**config.mk**
```make
export PLATFORM = sky130hd
export DESIGN_NAME = mgj_front
export DESIGN_NICKNAME = d
export VERILOG_FILES = /design/src/rtl/mgj_pkg.sv /design/src/rtl/mgj_front.sv
export SDC_FILE = /design/constraint.sdc
export NUM_CORES = 1
export LEC_CHECK = 0
export ABC_AREA = 1
export ABC_CLOCK_PERIOD_IN_PS = 4000
export BUFFER_PORTS_ARGS = -buffer_cell sky130_fd_sc_hd__buf_2
export CAP_MARGIN = 20
export CELL_PAD_IN_SITES_DETAIL_PLACEMENT = 0
export CELL_PAD_IN_SITES_GLOBAL_PLACEMENT = 1
export CORE_UTILIZATION = 43
export CTS_CLUSTER_DIAMETER = 80
export DETAILED_ROUTE_END_ITERATION = 10
export GPL_TIMING_DRIVEN = 0
export HOLD_SLACK_MARGIN = 0.1
export PLACE_DENSITY_LB_ADDON = 0.12
export SLEW_MARGIN = 20
export SYNTH_ARGS = -nofsm -noshare
export SYNTH_HDL_FRONTEND = slang
export SYNTH_SLANG_ARGS = --single-unit
```
**constraint.sdc**
```tcl
create_clock -name clk -period 4 [get_ports clk]
set_clock_uncertainty 0.15 [all_clocks]
set_input_delay 0.6 -clock clk [delete_from_list [all_inputs] [get_ports clk]]
set_output_delay 0.6 -clock clk [all_outputs]
set_load 0.005 [all_outputs]
```
**src/rtl/mgj_pkg.sv**
```systemverilog
`timescale 1ns / 1ps
package mgj_pkg;
  localparam int Dim = 4;
  localparam int FracBits = 16;
  localparam int Cells = Dim * Dim;
  localparam int CellW = $clog2(Cells);
  localparam int DimW = $clog2(Dim);
  localparam int DataW = 32;
  localparam int QueueDepth = 2;

  typedef logic signed [DataW-1:0] data_t;

  typedef struct packed {
    logic  valid;
    data_t data;
  } elem_t;

  localparam logic signed [DataW-1:0] MaxVal = {1'b0, {(DataW-1){1'b1}}};
  localparam logic signed [DataW-1:0] MinVal = {1'b1, {(DataW-1){1'b0}}};
endpackage

```
**src/rtl/mgj_front.sv**
```systemverilog
`timescale 1ns / 1ps
module mgj_front
  import mgj_pkg::*;
(
  input  logic  clk,
  input  logic  rst,
  input  logic  valid,
  output logic  stall,
  input  data_t element,
  output elem_t q_out,
  input  logic  q_pop,
  output logic  q_last
);
  elem_t q [QueueDepth];
  logic  [CellW-1:0] pos [QueueDepth];
  logic  [1:0] count;
  logic  [CellW-1:0] load_count;
  logic  push;

  assign stall = (count == 2'(QueueDepth));
  assign push = valid && !stall;
  assign q_out = q[0];
  assign q_last = (pos[0] == CellW'(Cells - 1));

  always_ff @(posedge clk) begin
    if (rst) begin
      count <= '0;
      load_count <= '0;
      q[0].valid <= 1'b0;
      q[1].valid <= 1'b0;
    end else begin
      if (push) load_count <= load_count + 1'b1;
      case ({push, q_pop && count != 0})
        2'b10: begin
          if (count == 0) begin
            q[0] <= '{1'b1, element};
            pos[0] <= load_count;
          end else begin
            q[1] <= '{1'b1, element};
            pos[1] <= load_count;
          end
          count <= count + 1'b1;
        end
        2'b01: begin
          q[0] <= q[1];
          pos[0] <= pos[1];
          q[1].valid <= 1'b0;
          count <= count - 1'b1;
        end
        2'b11: begin
          if (count == 1) begin
            q[0] <= '{1'b1, element};
            pos[0] <= load_count;
          end else begin
            q[0] <= q[1];
            pos[0] <= pos[1];
            q[1] <= '{1'b1, element};
            pos[1] <= load_count;
          end
        end
        default: begin
        end
      endcase
    end
  end
endmodule

```
==> out/results.ini, run 1 <==
[yosys]
synth_mux_area_frac=0
async_flop_share=0
syn_area_mm2=0.00458
yosysSeqAreaShare=0.511
synth_top_area_frac=0.485
yosys.area_share.simple=0.298
synth_xor_area_frac=0
synth-seq-cells=80
ys_types=21
ys_top_cells_by_count=nand2_1 (179), edfxtp_1 (74), inv_1 (72)
dominantRegCellSynth=edfxtp_1
synth_top_family_by_area=simple AND/OR/NAND/NOR gates
synth-edff-count=74
yosysMostFrequentCell=nand2_1
syn-instance-count=541
yosysWarnings=0
synthTopCellsByArea=edfxtp_1 (48%), nand2_1 (15%), nand4_1 (8.9%)
synth.avg_cell_area_um2=8.47
synth_nets=581
synth.largest_area_cell=edfxtp_1
synth_compound_area_frac=0.0183
synth_adder_area_share=0.0109

[global_routing]
grt_max_degree=18
antenna_found_initial=0
overflow=0
grt_pass1_wl_um=17800
grt.total_usage=0.209
grt_pass1_vias=3575

[power]
finalPower_w=0.00275
pwr-share-seq=0.422
p_switching_w=0.000937
static-leakage-power_nw=2.74
p_int_w=0.00181
clock_power_share=0.244
p_per_area_mw_per_mm2=509
combPwrFrac=0.334
vdd_drop_max_v=0.000326
p_sw_frac=0.341

[routing]
routed_wl_um=11000
drt-initial-drc-count=266
ant_nets=0
viasPerCell=4.99
drc_errors=0
routedWlPerCell_um=14.4
vias=3816
firstDrtPassIters=5

[floorplan]
die_h_um=105
fp.dieW_um=105
core_mm2=0.0103
io-pin-count=71
die_area_mm2=0.0111
rows=37
floorplan.initialDensity=0.444

[clock_network]
tritoncts=done
clkSlewWorstSetupHoldPaths_ns=0.08
cts_resized=0
h-tree-depth=3
postCtsSetupRepairBufs=0
cts_sinks=80
cts-buffers-inserted=9
holdBufCountCts=0
clock_latency_ns=0.38
cts-root-buf=clkbuf_8
cts.path.max_buffers=2

[cells_and_area]
area_growth_pct=17.6
post_layout_nonfiller_instances=764
drive_gt1_frac=0.253
fin_nets=663
antennaDiodeCount=0
final_util=0.522
fin_area_mm2=0.00539

[placed_design]
dp.final_hpwl_um=7500
place_congestion=0.765
place_area_mm2=0.00518
port_buffers=69
dp_cells=748

[worst_setup_path]
worstSetupPathType=flop to flop
r2r_cells=8
crit_family=buffers and inverters
critPathMaxStageDelay_ns=0.60
regToRegStartpoint=count[0]
regToRegSetupSlack_ns=1.26
critPathBufInv=4
arrival_ns=2.67
startpoint_type=flop
end_kind=flop
crit_start=count[0]
reg2reg_to=q[0][50]
cpMaxStageDelayCell=a21oi_4
required_ns=3.93
path_cells=inv_1, ha_1, nor2_4, buf_6, buf_4, nand3_1, a21oi_4, buf_16
cp_max_fo=17

[timing]
rsz0062_at_grt=no
finalCritPeriodShare=0.686
tightestPinTransition_ns=0.691
slew_viol_final=0
setup_viol=0
fmax_mhz=365
setup_tns_ns=0
finalCriticalPeriod_ns=2.74
hold_viol=0
slew_headroom=0.538

[hold_path]
min-delay-start=load_count[2]
worstHoldEndpoint=pos[0][6]
holdPathStages=0
hold_path.class=flop to flop

[outcome]
status=finished clean

[run]
max_cap_violations=0

[registers in the layout, summed over array words and instances (netlist names)]
| register | flops |
|---|---|
| count | 2 |
| load_count | 4 |
| pos | 8 |
| q | 66 |
[per-layer routing]
| metal | wire, um | vias up | track usage |
|---|---|---|---|
| met3 | 626 | 15 | 0.0340 |
| met2 | 5050 | 127 | 0.333 |
| met1 | 5150 | 1750 | 0.284 |
| met5 | 0 | - | 0 |
| li1 | - | 1924 | - |
| met4 | 177 | 0 | 0.0815 |
[cell usage in the layout, fill, tap and decap left out, types with 5 or more instances in the layout]
master / netlist / final
nand2_1: 179 / 179
buf_2: 20 / 89
edfxtp_1: 74 / 74
inv_1: 72 / 72
nand4_1: 65 / 65
nand3_1: 39 / 39
buf_4: 37 / 37
clkbuf_8: 0 / 10
nor2_1: 8 / 8
a21oi_1: 10 / 8
clkbuf_1: 5 / 7
dfxtp_1: 6 / 6
buf_6: 5 / 5
[per-stage QoR]
stage	setup WS, ns	hold slack (ns)
after floorplan	0.608	0.303
after global placement	-0.622	0.320
after detailed placement	1.27	0.331
after CTS	1.26	0.346
after global routing	1.15	0.368
final	1.26	0.344
[final cells by class]
cell class | instances | area, um^2
clock buffers | 12 | 145
inverters | 75 | 282
well taps | 136 | 170
repair buffers | 71 | 400
fillers | 978 | 4930
multi-input cells | 317 | 1520
plain buffers | 69 | 460
clock inverters | 4 | 70.1
flip-flops and latches | 80 | 2340
[how the worst max path moves through the flow]
stage / slack, ns / depth (start not counted) / to
CTS: 1.26 / 8 / q[0][50]
finish: 1.26 / 8 / q[0][50]
detailed placement: 1.27 / 8 / q[0][52]
global placement: -0.62 / 7 / q[0][15]
floorplan: 0.61 / 7 / q[0][33]
global route: 1.15 / 9 / q[0][50]
[power groups by stage]
stage                     Clock (W)  Combinational, W  Sequential (W)
after floorplan                   0          0.000591         0.00117
after global placement            0          0.000864         0.00119
after detailed placement          0          0.000914         0.00118
after CTS                  0.000675          0.000917         0.00116
after global routing       0.000710           0.00101         0.00117
final                      0.000669          0.000917         0.00116
[cell families (layout without fill, tap and decap cells)]
kind of cell	count (synthesis)	after routing
AND/OR/NAND/NOR	297	297
buffers and inverters	144	231
flip-flops	80	80
AO/OA/AOI/OAI	16	16
adder cells (fa/ha/maj)	4	4
(Power assumes the default switching activity.)
==> run 2: changes to the inputs <==
- ABC_AREA: 1 -> 0
- ABC_CLOCK_PERIOD_IN_PS: 4000 -> 2300
- CORE_UTILIZATION: 43 -> 40
- clock period: 4 -> 2.3 ns (I/O delays scaled with it)
==> out/results.ini, run 2 <==
[yosys]
syn_area_mm2=0.00354  ; -23%
synthTopCellsByArea=edfxtp_1 (63%), a22o_1 (7.4%), buf_4 (7.0%)
syn-instance-count=237  ; -56%
ys_top_cells_by_count=edfxtp_1 (74), and2_1 (34), buf_4 (33)
synth.largest_area_cell=edfxtp_1
synth_top_area_frac=0.628  ; +0.143
synth-edff-count=74  ; unchanged
yosysMostFrequentCell=edfxtp_1
async_flop_share=0  ; unchanged
dominantRegCellSynth=edfxtp_1
synth_nets=277  ; -52%
synth-seq-cells=80  ; unchanged
yosysSeqAreaShare=0.661  ; +0.151
ys_types=34  ; +62%
yosysWarnings=0  ; unchanged
synth.avg_cell_area_um2=14.9  ; +76%

[clock_network]
cts.path.max_buffers=2  ; unchanged
cts_sinks=80  ; unchanged
cts-buffers-inserted=9  ; unchanged
clock_latency_ns=0.35  ; -0.03 ns
h-tree-depth=3  ; unchanged
cts-root-buf=clkbuf_8
clkSlewWorstSetupHoldPaths_ns=0.08  ; about the same
tritoncts=done

[floorplan]
rows=33  ; -11%
fp.dieW_um=96.1  ; -8.7%
core_mm2=0.00838  ; -19%
die_h_um=96.1  ; -8.7%
die_area_mm2=0.00923  ; -17%
io-pin-count=71  ; unchanged
floorplan.initialDensity=0.422  ; -0.0216

[timing]
rsz0062_at_grt=no
finalCriticalPeriod_ns=2.14  ; -0.607 ns
slew_headroom=0.544  ; +0.00580
hold_viol=0  ; unchanged
slew_viol_final=0  ; unchanged
holdWs_ns=0.139  ; -0.205 ns
finalCritPeriodShare=0.928  ; +0.243
setup_tns_ns=0  ; unchanged
fmax_mhz=468  ; +28%
tightestPinTransition_ns=0.684  ; -0.00716 ns
setup_viol=0  ; unchanged

[global_routing]
grt_pass1_wl_um=10300  ; -42%
grt.total_usage=0.157  ; -0.0520
grt_max_degree=17  ; -1
antenna_found_initial=0  ; unchanged
grt_pass1_vias=1968  ; -45%
overflow=0  ; unchanged

[routing]
viasPerCell=4.79  ; -4.2%
routed_wl_um=6490  ; -41%
drc_errors=0  ; unchanged
firstDrtPassIters=4  ; -1
ant_nets=0  ; unchanged
routedWlPerCell_um=14.8  ; +3.0%
vias=2092  ; -45%
drt-initial-drc-count=57  ; -79%

[worst_setup_path]
end_kind=flop
path_cells=inv_1, ha_1, nand2b_1, buf_6, a211oi_4, buf_4, buf_4, buf_6, a22o_1
regToRegStartpoint=count[0]
reg2reg_to=q[0][24]
regToRegSetupSlack_ns=0.16  ; -1.09 ns
crit_family=buffers and inverters
r2r_cells=9  ; +1
crit_start=count[0]
critPathMaxStageDelay_ns=0.33  ; -0.27 ns
cp_max_fo=10  ; -7
startpoint_type=flop
worstSetupPathType=flop to flop
required_ns=2.25  ; -1.68 ns
arrival_ns=2.08  ; -0.59 ns
cpMaxStageDelayCell=dfxtp_1
critPathBufInv=5  ; +1

[cells_and_area]
fin_nets=368  ; -44%
layout_common_cells=edfxtp_1 (74), buf_2 (72), buf_4 (39), and2_1 (33), a22o_1 (30)
layout_commonest_cell=edfxtp_1
final_util=0.521  ; -0.000940
antennaDiodeCount=0  ; unchanged
regMostFlops=q
largest_reg_flops=66  ; unchanged
area_growth_pct=23.4
reg_top3=q: 66 flops, pos: 8 flops, load_count: 4 flops
drive_gt1_frac=0.461  ; +0.208

[placed_design]
dp.final_hpwl_um=3980  ; -47%
port_buffers=69  ; unchanged
place_congestion=0.711  ; -7.1%

[power]
static-leakage-power_nw=1.78  ; -35%
vdd_drop_max_v=0.000477  ; +46%
p_per_area_mw_per_mm2=1010  ; +98%

[hold_path]
holdPathStages=2  ; +2
worstHoldEndpoint=q[0][61]
min-delay-start=element[28]
hold_path.class=input port to flop

[outcome]
status=finished clean

[run]
max_cap_violations=0  ; unchanged

-- run 2: changes by cell type after synthesis, sizes merged, moves of 23 or more --
cell | previous run | this run
and2 | 0 | 34
a22o | 0 | 32
nand2 | 181 | 1
nand4 | 65 | 1
nand3 | 39 | 0
buf | 64 | 41
inv | 75 | 2
-- run 2: how the worst max path moves through the flow --
stage / cells after the start / to / slack [ns]
6_report: 9 / q[0][24] / 0.16
5_1_grt: 7 / q[0][27] / 0.04
4_1_cts: 7 / q[0][27] / 0.04
3_5_place_dp: 5 / q[0][51] / -0.56
3_3_place_gp: 5 / q[0][38] / -0.54
2_1_floorplan: 6 / q[0][0] / 0.002
-- run 2: report_power, final --
| part | total (W) | internal [W] | switching, W | leakage [nW] |
|---|---|---|---|---|
| logic | 0.00127 | 0.000656 | 0.000617 | 0.922 |
| clock network | 0.00109 | 0.000603 | 0.000485 | 0.103 |
| registers | 0.00204 | 0.00196 | 0.0000795 | 0.752 |
| total | 0.00440 | 0.00322 | 0.00118 | 1.78 |
-- run 2: cells by family after synthesis --
kind of cell    count (synthesis)  share of synthesized area
flops                          80                      0.661
simple gates                   53                     0.0954
buf+inv                        48                     0.0979
compound gates                 42                      0.102
mux                             7                     0.0219
fa+ha+maj                       4                     0.0141
xor+xnor                        3                    0.00742
-- run 2: metal layers --
| metal | vias up | GRT usage | wire [um] |
|---|---|---|---|
| met5 | - | 0 | 0 |
| met4 | 0 | 0.0734 | 99 |
| met3 | 8 | 0.0355 | 294 |
| met2 | 51 | 0.239 | 3140 |
| met1 | 1004 | 0.212 | 2950 |
| li1 | 1029 | - | - |
-- run 2: area by class of cell --
cell class | instances | area, um^2
Sequential cell | 80 | 2340
Fill cell | 755 | 4010
Clock buffer | 11 | 131
Multi-Input combinational cell | 111 | 897
Inverter | 2 | 7.51
Clock inverter | 4 | 70.1
Tap cell | 105 | 131
Buffer | 46 | 340
Timing Repair Buffer | 78 | 450
-- run 2: repair_timing --
item                                   CTS  global route
cloned                                   2             0
hold buffers                             0             0
buffers inserted                         9             0
resized for setup                        5             1
endpoints found under the hold margin    0             0
setup endpoints to repair               72            32
pin swaps                                5             0
-- run 2: through the flow --
| stage | instance area, um^2 | total power [W] | instances | setup slack, ns |
|---|---|---|---|---|
| after global placement | 4030 | 0.00318 | 411 | -0.537 |
| after CTS | 4370 | 0.00444 | 437 | 0.0425 |
| after floorplan | 3550 | 0.00284 | 237 | 0.00213 |
| after detailed placement | 4030 | 0.00320 | 411 | -0.564 |
| final | 4370 | 0.00440 | 437 | 0.165 |
| after global routing | 4370 | 0.00465 | 437 | 0.0442 |
